[config.mk]
export PLATFORM = sky130hd
export DESIGN_NAME = multi_timer_slot_bank
export DESIGN_NICKNAME = d
export VERILOG_FILES = /design/src/rtl/mtsb_pkg.sv /design/src/rtl/mtsb_ctrl.sv /design/src/rtl/mtsb_dp.sv /design/src/rtl/multi_timer_slot_bank.sv
export SDC_FILE = /design/constraint.sdc
export NUM_CORES = 2
export LEC_CHECK = 0
export BUFFER_PORTS_ARGS = -buffer_cell sky130_fd_sc_hd__buf_2
export CAP_MARGIN = 5
export CELL_PAD_IN_SITES_DETAIL_PLACEMENT = 1
export CELL_PAD_IN_SITES_GLOBAL_PLACEMENT = 1
export CORE_MARGIN = 1.5
export CORE_UTILIZATION = 45
export DETAILED_ROUTE_END_ITERATION = 8
export GPL_ROUTABILITY_DRIVEN = 0
export GPL_TIMING_DRIVEN = 0
export HOLD_SLACK_MARGIN = 0.02
export PLACE_DENSITY_LB_ADDON = 0.1
export SETUP_SLACK_MARGIN = 0.3
export SYNTH_ARGS = -nofsm -noshare
export SYNTH_HDL_FRONTEND = slang
export SYNTH_HIERARCHICAL = 1
export SYNTH_SLANG_ARGS = --single-unit
[constraint.sdc]
create_clock -name clk -period 13.6 [get_ports clk]
set_input_delay 4.08 -clock clk [delete_from_list [all_inputs] [get_ports clk]]
set_output_delay 4.08 -clock clk [all_outputs]
set_load 0.005 [all_outputs]
[src/rtl/mtsb_pkg.sv]
// Shared types, codes and sizes for the timer slot bank.
// Used by the controller, the datapath, the top level and the checker.
package mtsb_pkg;

	localparam int TIMER_SLOTS   = 32;
	localparam int CHANNEL_COUNT = 16;
	localparam int MAX_RESULTS   = 32;

	localparam int IDX_W = (TIMER_SLOTS > 1) ? $clog2(TIMER_SLOTS) : 1;
	localparam int CNT_W = $clog2(MAX_RESULTS + 1);

	// command codes on func
	localparam logic [2:0] FN_ALLOC = 3'd0;
	localparam logic [2:0] FN_FREE  = 3'd1;
	localparam logic [2:0] FN_BIND  = 3'd2;
	localparam logic [2:0] FN_ARM   = 3'd3;
	localparam logic [2:0] FN_TICK  = 3'd4;

	// slot status codes
	localparam logic [1:0] ST_FREE  = 2'd0;
	localparam logic [1:0] ST_ALLOC = 2'd1;
	localparam logic [1:0] ST_RUN   = 2'd2;

	// result kinds
	localparam logic [1:0] KIND_ALLOC  = 2'd0;
	localparam logic [1:0] KIND_EXPIRE = 2'd1;
	localparam logic [1:0] KIND_IDLE   = 2'd2;

	// controller to datapath
	typedef struct packed {
		logic accept;      // command transaction taken this cycle
		logic alloc_step;  // test one slot for allocate
		logic tick_issue;  // read one slot into the tick pipeline
		logic tick_fin;    // deliver the final tick result
	} mtsb_cmd_t;

	// datapath to controller
	typedef struct packed {
		logic idx_last;    // walk index is on the last slot
		logic alloc_hit;   // slot under the walk index is free
	} mtsb_stat_t;

endpackage

[src/rtl/mtsb_ctrl.sv]
// Sequencer for the timer slot bank: slot walks for allocate and tick.
// Depends on mtsb_pkg.
module mtsb_ctrl (
	input  logic                   clk,
	input  logic                   arst_n,
	input  logic                   start,
	input  logic [2:0]             func,
	input  mtsb_pkg::mtsb_stat_t   stat,
	output mtsb_pkg::mtsb_cmd_t    cmd,
	output logic                   busy
);
	import mtsb_pkg::*;

	localparam logic [2:0] S_IDLE  = 3'd0;
	localparam logic [2:0] S_ALLOC = 3'd1;
	localparam logic [2:0] S_TICK  = 3'd2;
	localparam logic [2:0] S_DRAIN = 3'd3;
	localparam logic [2:0] S_FIN   = 3'd4;

	logic [2:0] state_q;
	logic [2:0] state_nxt;

	assign busy = (state_q != S_IDLE);

	always_comb begin
		state_nxt      = state_q;
		cmd            = '0;
		unique case (state_q)
			S_IDLE: begin
				cmd.accept = start;
				if (start) begin
					if (func == FN_ALLOC)
						state_nxt = S_ALLOC;
					else if (func == FN_TICK)
						state_nxt = S_TICK;
				end
			end
			S_ALLOC: begin
				cmd.alloc_step = 1'b1;
				if (stat.alloc_hit || stat.idx_last)
					state_nxt = S_IDLE;
			end
			S_TICK: begin
				cmd.tick_issue = 1'b1;
				if (stat.idx_last)
					state_nxt = S_DRAIN;
			end
			S_DRAIN: begin
				state_nxt = S_FIN;
			end
			S_FIN: begin
				cmd.tick_fin = 1'b1;
				state_nxt    = S_IDLE;
			end
			default: begin
				state_nxt = S_IDLE;
			end
		endcase
	end

	always_ff @(posedge clk or negedge arst_n) begin
		if (!arst_n)
			state_q <= S_IDLE;
		else
			state_q <= state_nxt;
	end

endmodule

[src/rtl/mtsb_dp.sv]
// Datapath of the timer slot bank: slot status, countdown and binding
// memories, tick pipeline, pending expiry and result register. Uses mtsb_pkg.
module mtsb_dp (
	input  logic                   clk,
	input  logic                   arst_n,
	input  mtsb_pkg::mtsb_cmd_t    cmd,
	output mtsb_pkg::mtsb_stat_t   stat,
	input  logic [2:0]             func,
	input  logic [4:0]             slot,
	input  logic [3:0]             channel,
	input  logic [7:0]             payload,
	input  logic [31:0]            timeout,
	output logic                   strobe,
	output logic [1:0]             kind,
	output logic [4:0]             slot_index,
	output logic                   found,
	output logic [3:0]             out_channel,
	output logic [7:0]             out_payload,
	output logic [31:0]            tick_total,
	output logic                   last
);
	import mtsb_pkg::*;

	// slot status in flops (reset to free), the rest in memories
	logic [1:0]  status_q [TIMER_SLOTS];
	logic [31:0] rem_mem  [TIMER_SLOTS];
	logic [11:0] bind_mem [TIMER_SLOTS];

	logic [IDX_W-1:0] idx_q;
	logic [31:0]      tick_q;
	logic [CNT_W-1:0] exp_cnt_q;

	// tick pipeline stage 1
	logic             vld_s1;
	logic [IDX_W-1:0] idx_s1;
	logic             run_s1;
	logic [31:0]      rem_s1;
	logic [11:0]      bind_s1;

	// one expiry held back until it is known whether it is the last
	logic             pend_vld_q;
	logic [IDX_W-1:0] pend_idx_q;
	logic [11:0]      pend_bind_q;

	logic             strobe_q;
	logic [1:0]       kind_q;
	logic [4:0]       slot_index_q;
	logic             found_q;
	logic [11:0]      bind_out_q;
	logic [31:0]      tick_total_q;
	logic             last_q;

	logic [IDX_W-1:0] slot_idx;
	logic             slot_ok, chan_ok;
	logic             do_free, do_bind, do_arm, do_tick;
	logic             alloc_take;
	logic             s1_run, s1_one, s1_dec, s1_hit;
	logic             rem_we;
	logic [IDX_W-1:0] rem_wa;
	logic [31:0]      rem_wd;

	logic             emit;
	logic [1:0]       kind_nxt;
	logic [4:0]       slot_index_nxt;
	logic             found_nxt;
	logic [11:0]      bind_nxt;
	logic [31:0]      tick_total_nxt;
	logic             last_nxt;

	assign slot_idx = IDX_W'(slot);
	assign slot_ok  = (7'(slot) < 7'(TIMER_SLOTS));
	assign chan_ok  = (9'(channel) < 9'(CHANNEL_COUNT));
	assign do_free  = cmd.accept && (func == FN_FREE) && slot_ok;
	assign do_bind  = cmd.accept && (func == FN_BIND) && slot_ok && chan_ok;
	assign do_arm   = cmd.accept && (func == FN_ARM) && slot_ok;
	assign do_tick  = cmd.accept && (func == FN_TICK);

	assign stat.alloc_hit = (status_q[idx_q] == ST_FREE);
	assign stat.idx_last  = (idx_q == IDX_W'(TIMER_SLOTS - 1));
	assign alloc_take     = cmd.alloc_step && stat.alloc_hit;

	// countdown: a slot due to expire past the result limit waits a tick
	assign s1_run = vld_s1 && run_s1;
	assign s1_one = (rem_s1 == 32'd1);
	assign s1_dec = s1_run && !(s1_one && (exp_cnt_q >= CNT_W'(MAX_RESULTS)));
	assign s1_hit = s1_dec && s1_one;

	assign rem_we = do_arm || s1_dec;
	assign rem_wa = do_arm ? slot_idx : idx_s1;
	assign rem_wd = do_arm ? timeout : (rem_s1 - 32'd1);

	always_comb begin
		emit           = 1'b0;
		kind_nxt       = KIND_ALLOC;
		slot_index_nxt = '0;
		found_nxt      = 1'b0;
		bind_nxt       = '0;
		tick_total_nxt = '0;
		last_nxt       = 1'b0;
		if (cmd.alloc_step) begin
			if (stat.alloc_hit) begin
				emit           = 1'b1;
				slot_index_nxt = 5'(idx_q);
				found_nxt      = 1'b1;
				last_nxt       = 1'b1;
			end else if (stat.idx_last) begin
				emit     = 1'b1;
				last_nxt = 1'b1;
			end
		end else if (s1_hit && pend_vld_q) begin
			emit           = 1'b1;
			kind_nxt       = KIND_EXPIRE;
			slot_index_nxt = 5'(pend_idx_q);
			bind_nxt       = pend_bind_q;
			tick_total_nxt = tick_q;
		end else if (cmd.tick_fin) begin
			emit           = 1'b1;
			last_nxt       = 1'b1;
			tick_total_nxt = tick_q;
			if (pend_vld_q) begin
				kind_nxt       = KIND_EXPIRE;
				slot_index_nxt = 5'(pend_idx_q);
				bind_nxt       = pend_bind_q;
			end else begin
				kind_nxt = KIND_IDLE;
			end
		end
	end

	// status flops
	always_ff @(posedge clk or negedge arst_n) begin
		if (!arst_n) begin
			for (int i = 0; i < TIMER_SLOTS; i++)
				status_q[i] <= ST_FREE;
		end else begin
			if (do_free)
				status_q[slot_idx] <= ST_FREE;
			else if (do_arm)
				status_q[slot_idx] <= ST_RUN;
			else if (alloc_take)
				status_q[idx_q] <= ST_ALLOC;
			else if (s1_hit)
				status_q[idx_s1] <= ST_ALLOC;
		end
	end

	// memories, read data registered into stage 1
	always_ff @(posedge clk) begin
		if (rem_we)
			rem_mem[rem_wa] <= rem_wd;
		if (do_bind)
			bind_mem[slot_idx] <= {channel, payload};
		rem_s1  <= rem_mem[idx_q];
		bind_s1 <= bind_mem[idx_q];
		idx_s1  <= idx_q;
		run_s1  <= (status_q[idx_q] == ST_RUN);
	end

	// control registers
	always_ff @(posedge clk or negedge arst_n) begin
		if (!arst_n) begin
			idx_q      <= '0;
			tick_q     <= '0;
			exp_cnt_q  <= '0;
			vld_s1     <= 1'b0;
			pend_vld_q <= 1'b0;
			strobe_q   <= 1'b0;
		end else begin
			vld_s1   <= cmd.tick_issue;
			strobe_q <= emit;
			if (cmd.accept)
				idx_q <= '0;
			else if (cmd.alloc_step || cmd.tick_issue)
				idx_q <= idx_q + 1'b1;
			if (do_tick) begin
				tick_q     <= tick_q + 32'd1;
				exp_cnt_q  <= '0;
				pend_vld_q <= 1'b0;
			end else begin
				if (s1_hit) begin
					exp_cnt_q  <= exp_cnt_q + 1'b1;
					pend_vld_q <= 1'b1;
				end else if (cmd.tick_fin) begin
					pend_vld_q <= 1'b0;
				end
			end
		end
	end

	// payload registers
	always_ff @(posedge clk) begin
		if (s1_hit) begin
			pend_idx_q  <= idx_s1;
			pend_bind_q <= bind_s1;
		end
		if (emit) begin
			kind_q       <= kind_nxt;
			slot_index_q <= slot_index_nxt;
			found_q      <= found_nxt;
			bind_out_q   <= bind_nxt;
			tick_total_q <= tick_total_nxt;
			last_q       <= last_nxt;
		end
	end

	assign strobe      = strobe_q;
	assign kind        = kind_q;
	assign slot_index  = slot_index_q;
	assign found       = found_q;
	assign out_channel = bind_out_q[11:8];
	assign out_payload = bind_out_q[7:0];
	assign tick_total  = tick_total_q;
	assign last        = last_q;

endmodule

[src/rtl/multi_timer_slot_bank.sv]
// Top level of the timer slot bank: controller plus datapath.
// Depends on mtsb_pkg, mtsb_ctrl and mtsb_dp.
//
// Channel   Handshake           Fields
// -------   ---------           ------
// command   start & !busy       func, slot, channel, payload, timeout
// result    strobe (one cycle)  kind, slot_index, found, out_channel,
//                               out_payload, tick_total, last
//
// Free, bind and arm give no result; busy stays low.
// Allocate walks the status flops one slot per cycle; the reply is
// registered and shows in the cycle after the hit.
// Tick walks every slot through a two-stage read/decrement pipeline on the
// countdown memory port.
// Reset clears every slot to free and the tick count to zero, at once.
// Results cannot be held off: each is shown for exactly one cycle.
module multi_timer_slot_bank (
	input  logic        clk,
	input  logic        arst_n,
	input  logic        start,
	output logic        busy,
	input  logic [2:0]  func,
	input  logic [4:0]  slot,
	input  logic [3:0]  channel,
	input  logic [7:0]  payload,
	input  logic [31:0] timeout,
	output logic        strobe,
	output logic [1:0]  kind,
	output logic [4:0]  slot_index,
	output logic        found,
	output logic [3:0]  out_channel,
	output logic [7:0]  out_payload,
	output logic [31:0] tick_total,
	output logic        last
);
	import mtsb_pkg::*;

	mtsb_cmd_t  cmd;   // sequencer commands
	mtsb_stat_t stat;  // walk status back to sequencer

	// sequencer: idle / allocate walk / tick walk, drain, final result
	mtsb_ctrl u_ctrl (
		.clk    (clk),
		.arst_n (arst_n),
		.start  (start),
		.func   (func),
		.stat   (stat),
		.cmd    (cmd),
		.busy   (busy)
	);

	// slot storage, countdown pipeline and result register
	mtsb_dp u_dp (
		.clk         (clk),
		.arst_n      (arst_n),
		.cmd         (cmd),
		.stat        (stat),
		.func        (func),
		.slot        (slot),
		.channel     (channel),
		.payload     (payload),
		.timeout     (timeout),
		.strobe      (strobe),
		.kind        (kind),
		.slot_index  (slot_index),
		.found       (found),
		.out_channel (out_channel),
		.out_payload (out_payload),
		.tick_total  (tick_total),
		.last        (last)
	);

endmodule

[Yosys cells after proc, flatten, opt, wreduce, memory -nomap -nowiden]
Memory sizes are Yosys's and may differ from the RTL's. A register that Yosys moved wholly into a read port is not among the register bits.
Index checks and enable logic that the tools add are counted.
W data, S select, Z words.
Storage, ports and cells
  output and inout bits: 55
  bits in registers: 189
  bits of input ports: 55
  memory bits (writable): 1408
  memories kept: 2
Operators by class
  $lt $le $gt $ge: 7
  eq/ne operators: 15
  muxes and demuxes: 57
  reduce and logical (&&, ||, !) cells: 27
  $add $sub $neg: 4
  bitwise gates (word level): 15
Memory list
  u_dp.rem_mem: words 32, bits a word 32, read ports 1, clocked after memory_dff 1, wr ports 1, line mtsb_dp.sv:26  | logic [31:0] rem_mem [TIMER_SLOTS];
  u_dp.bind_mem: words 32, bits a word 12, read ports 1, clocked after memory_dff 1, wr ports 1, line mtsb_dp.sv:27  | logic [11:0] bind_mem [TIMER_SLOTS];
Operators by type and width (count)
  $mux W64: 4
  $and A32 B32 Y32: 3
  $mux W32: 3
  $not A32 Y32: 3
  $or A32 B32 Y32: 3
  $and A64 B64 Y64: 1
  $not A64 Y64: 1
  $mux W5: 8
  $mux W12: 3
  $add A32 B1 Y32 const B: 1
  $eq A32 B1 Y1 const B: 1
  $sub A32 B1 Y32 const B: 1
  $demux W2 S5: 3
  $ge A6 B6 Y1 const B: 4
  $mux W1: 21
  $lt A6 B1 Y1 const B: 3
  $not A5 Y6: 3
  $mux W3: 5
  $logic_and A1 B1 Y1: 13
  $eq A3 B2 Y1 const B: 4
  $mux W2: 6
  $mux W6: 2
  $pmux W3 S4: 1
  $bmux W2 S5: 1
  19 further kinds: 27

[Longest topological paths before layout]
  depth after elaboration: 11
  mapped depth: 12

[Hierarchy]
The synthesis kept the hierarchy.
Modules (own cells, without submodules)
  mtsb_dp: sequential area each 48136.2 µm², instances 1, area an instance 63756.1 µm², cells each 3255
  mtsb_ctrl: sequential area each 75.1 µm², instances 1, area an instance 190.2 µm², cells each 20

[Worst setup path after synthesis]
No wires, ideal clock.
  path kind: in2reg
  start: input port start
  end: memory u_dp.rem_mem[13][0], enable pin
  stages: 9
  buffers on the path: 3
  slack: 6.278 ns
  library setup time: 0.421 ns
  arrival: 6.901 ns
  required time: 13.179 ns
  cell sequence: inv_1 nor2_2 clkbuf_1 and3b_1 clkbuf_1 and2_0 clkbuf_1 a32oi_1 nor2_1
RTL lines
  start, declared: line multi_timer_slot_bank.sv:20  | input logic start,
  end, declared: line mtsb_dp.sv:26

==> impl_results.md <==
- Crit start category: input pin
- Max cap viols: 0
- Routed WL: 214000 um
- Crit path max fanout: 13
- CP max stage delay: 0.70 ns
- Layout fillers: 12600
- Synthesized cell area: 63900 um^2
- Clk root buf: clkbuf_16
- Post-synthesis average cell area: 19.5 um^2
- First-pass GRT wire length: 297000 um
- Setup CP Type: input pin to register
- Synth area leaders: edfxtp_1 69%, mux4_2 12%, dfrtp_1 4.4%, a22oi_1 1.9%, dfxtp_1 1.6%
- Number of H-tree levels: 4
- Detail Route Antenna Nets: 0
- Post-DP HPWL: 145000 um
- Chip width: 380 um
- Vias: 36600
- Final hold viol count: 0
- Tot Pwr: 14.4 mW
- Initial antenna violation count: 7
- Chip Height: 380 um
- Netlist cell types: 68
- RSZ-0062 raised after global routing: false
- Clk sinks: 1641
- Initial DRC count: 4810
- Synth cell count leaders: 1478 x edfxtp_1, 352 x mux4_2, 164 x a22oi_1
- Port Buffers: 109
- Total Routing Usage GR: 29.8%
- Part of the power in registers: 44.3%
- Int Pwr: 10.1 mW
- Post-synth EDFFs: 1478
- P_leak: 24.0 nW
- CTS tree: built
- Final worst path period share: 56.7%
- Vias in the first global route: 37300
- Sequential share of the synthesized area: 75.4%
- Relative slew slack: 1.73%
- Power Density: 190 nW/um^2
- Peak VDD IR: 0.000133 V
- Commonest register cell after synthesis: edfxtp_1
- Clock slew at reported path FFs: 0.06 ns
- Hold_buf cts: 0
- Critical path data arrival time: 8.22 ns
- CP cell instances: buf_2, inv_1, nor2_2, clkbuf_1, and3b_1, clkbuf_1, and2_0, clkbuf_1, a32oi_1, buf_4, nor2_4, buf_12, buf_12
- Ys Warns: 6
- Max Transition Viols Final: 0
- Clock skew: 0.0318 ns
- Pin count of the biggest net entering global routing: 68
- Sw frac: 29.5%
- TritonRoute pass-1 iters: 8
- Share of layout cells above drive strength 1: 26.5%
- Routed length per instance: 37.3 um
- Sum Neg Setup Slack: 0 ns
- Ys async rst share: 6.89%
- Slowest cell on the critical path: clkbuf_1
- Endpoint type of the worst setup path: register
- DRC Markers: 0
- Sw power: 4.25 mW
- Nets: 3761
- Core area: 141000 um^2
- Final setup fails: 0
- Cts repair resizes: 0
- Clk pwr share: 32.6%
- Worst-margin pin slew: 1.47 ns
- Clock latency at the later pin of the worst-skew pair: 0.82 ns
- Max Clk Rate: 0.130 GHz
- Inserted Clock Buffers: 171
- Max Buffers Root-to-Sink: 3
- Most used cell, CP: clkbuf_1
- P&R area growth vs syn: 18.3%
- Most instantiated library cell after synthesis: edfxtp_1
- Setup repair bufs after CTS: 0
- Ports: 110
- Num rows: 138
- R2R Setup Slk: 7.69 ns
- Initial Util: 45.3%
- Syn nets: 3340
- #FFs+latches synth: 1641
- Vias per inst: 6.38
- Die Area: 144000 um^2
- Overflow after GRT: 0
- Synth Instances: 3275
- Min Tclk post-route: 7.72 ns
- Logic pwr share: 23.1%
- Synth top area share: 69.4%
- Hold crit path type: register to register
- Dominant cell type by area after synthesis: edfxtp_1
- WP data required: 14.10 ns
- Run status: completed
[layer usage]
metal	routed length, um	global-route usage (%)	vias up
li1	-	-	14400
met1	85600	41.3	19800
met2	102000	47.6	2044
met3	19000	5.84	381
met4	7410	10.0	2
met5	13	0	-
[area by class of cell]
class	count	area [um^2]	area share (%)
multi-input combinational	1413	15300	20.2
timing repair buffer	248	3210	4.25
tap	1890	2360	3.13
sequential	1641	48200	63.7
inverter	22	82.6	0.109
clock buffer	251	4900	6.47
antenna	1	2.50	0.00331
buffer	199	858	1.13
clock inverter	70	734	0.971
[cells by family (layout without fill, tap and decap cells)]
kind of cell | count (synthesis) | count (layout) | share of synthesized area, %
compound gates | 431 | 431 | 4.90
buf+inv | 221 | 790 | 1.43
flops | 1641 | 1641 | 75.4
mux | 403 | 403 | 13.2
simple gates | 505 | 505 | 4.00
other cells | 0 | 1 | 0
xor+xnor | 64 | 64 | 0.877
fa+ha+maj | 10 | 10 | 0.196
[flip-flops by register name, indices dropped and copies added (netlist names), 2 cells and up]
register and flops:
u_dp/kind 2, u_dp/pend_bind_q 12, u_dp/status_q 64, u_dp/bind_out_q 12, u_dp/rem_s1 32, u_dp/bind_mem 384
u_dp/idx_q 5, u_dp/tick_q 32, u_dp/rem_mem 1024, u_dp/pend_idx_q 5, u_dp/bind_s1 12, u_dp/tick_total 32
u_dp/exp_cnt_q 6, u_ctrl/state_q 3, u_dp/idx_s1 5, u_dp/slot_index 5
[layout by cell type, fill, tap and decap left out, drive strengths merged, types with 9 or more instances in the layout]
master	Yosys	routed
nor3	21	21
a32o	28	28
a22o	9	9
mux2i	47	47
nor2	150	150
o2111ai	12	12
a21oi	17	17
a221o	28	28
xnor2	42	42
edfxtp	1478	1478
nand2	107	107
dfrtp	113	113
dfxtp	50	50
xor2	22	22
mux4	352	352
clkinv	0	50
nor3b	11	11
buf	74	321
clkbuf	125	377
bufinv	0	10
inv	22	26
a31oi	68	68
nand4	47	47
and2	51	51
a22oi	164	164
nor4	9	9
o21ai	71	71
and3	9	9
ha	10	10
nand3	56	56
[power groups by stage]
stage	registers [mW]	clock network [mW]	logic (mW)
after floorplan	6.45	0	1.91
after global placement	6.53	0	2.97
after detailed placement	6.47	0	3.28
after CTS	6.37	4.76	3.29
after global routing	6.39	4.91	3.49
final	6.37	4.69	3.33
[stage by stage]
stage          worst slack, ns  utilization, %  hold WS (ns)  instances  cell area [um^2]
6_report                  5.88            53.6         0.402       5735             75700
5_1_grt                   5.84            53.6         0.407       5735             75700
4_1_cts                   6.00            53.5         0.399       5729             75600
3_5_place_dp              5.13            49.5         0.390       5408             69900
3_3_place_gp              2.15            47.3         0.391       5274             66900
2_1_floorplan             6.28               -         0.372       3275             63900
[final timing paths]
path                       cells past startpoint                   to            start
max reg2reg                                    8      u_dp/rem_s1[20]    u_dp/idx_q[2]
min in group asynchronous                      1    u_dp/status_q[56]           arst_n
max                                           13  u_dp/rem_mem[13][7]            start
min                                            0  u_dp/pend_bind_q[2]  u_dp/bind_s1[2]
max in group asynchronous                      2       u_dp/tick_q[2]           arst_n
min reg2reg                                    0  u_dp/pend_bind_q[2]  u_dp/bind_s1[2]
[critical path: cells and delay by family]
| kind | cells | cell delay [ns] |
|---|---|---|
| AOI/OAI and AO/OA | 1 | 0.49 |
| and+or+nand+nor | 4 | 1.30 |
| buffers and inverters | 8 | 2.30 |
No activity file was read; power rests on OpenSTA's default activity.
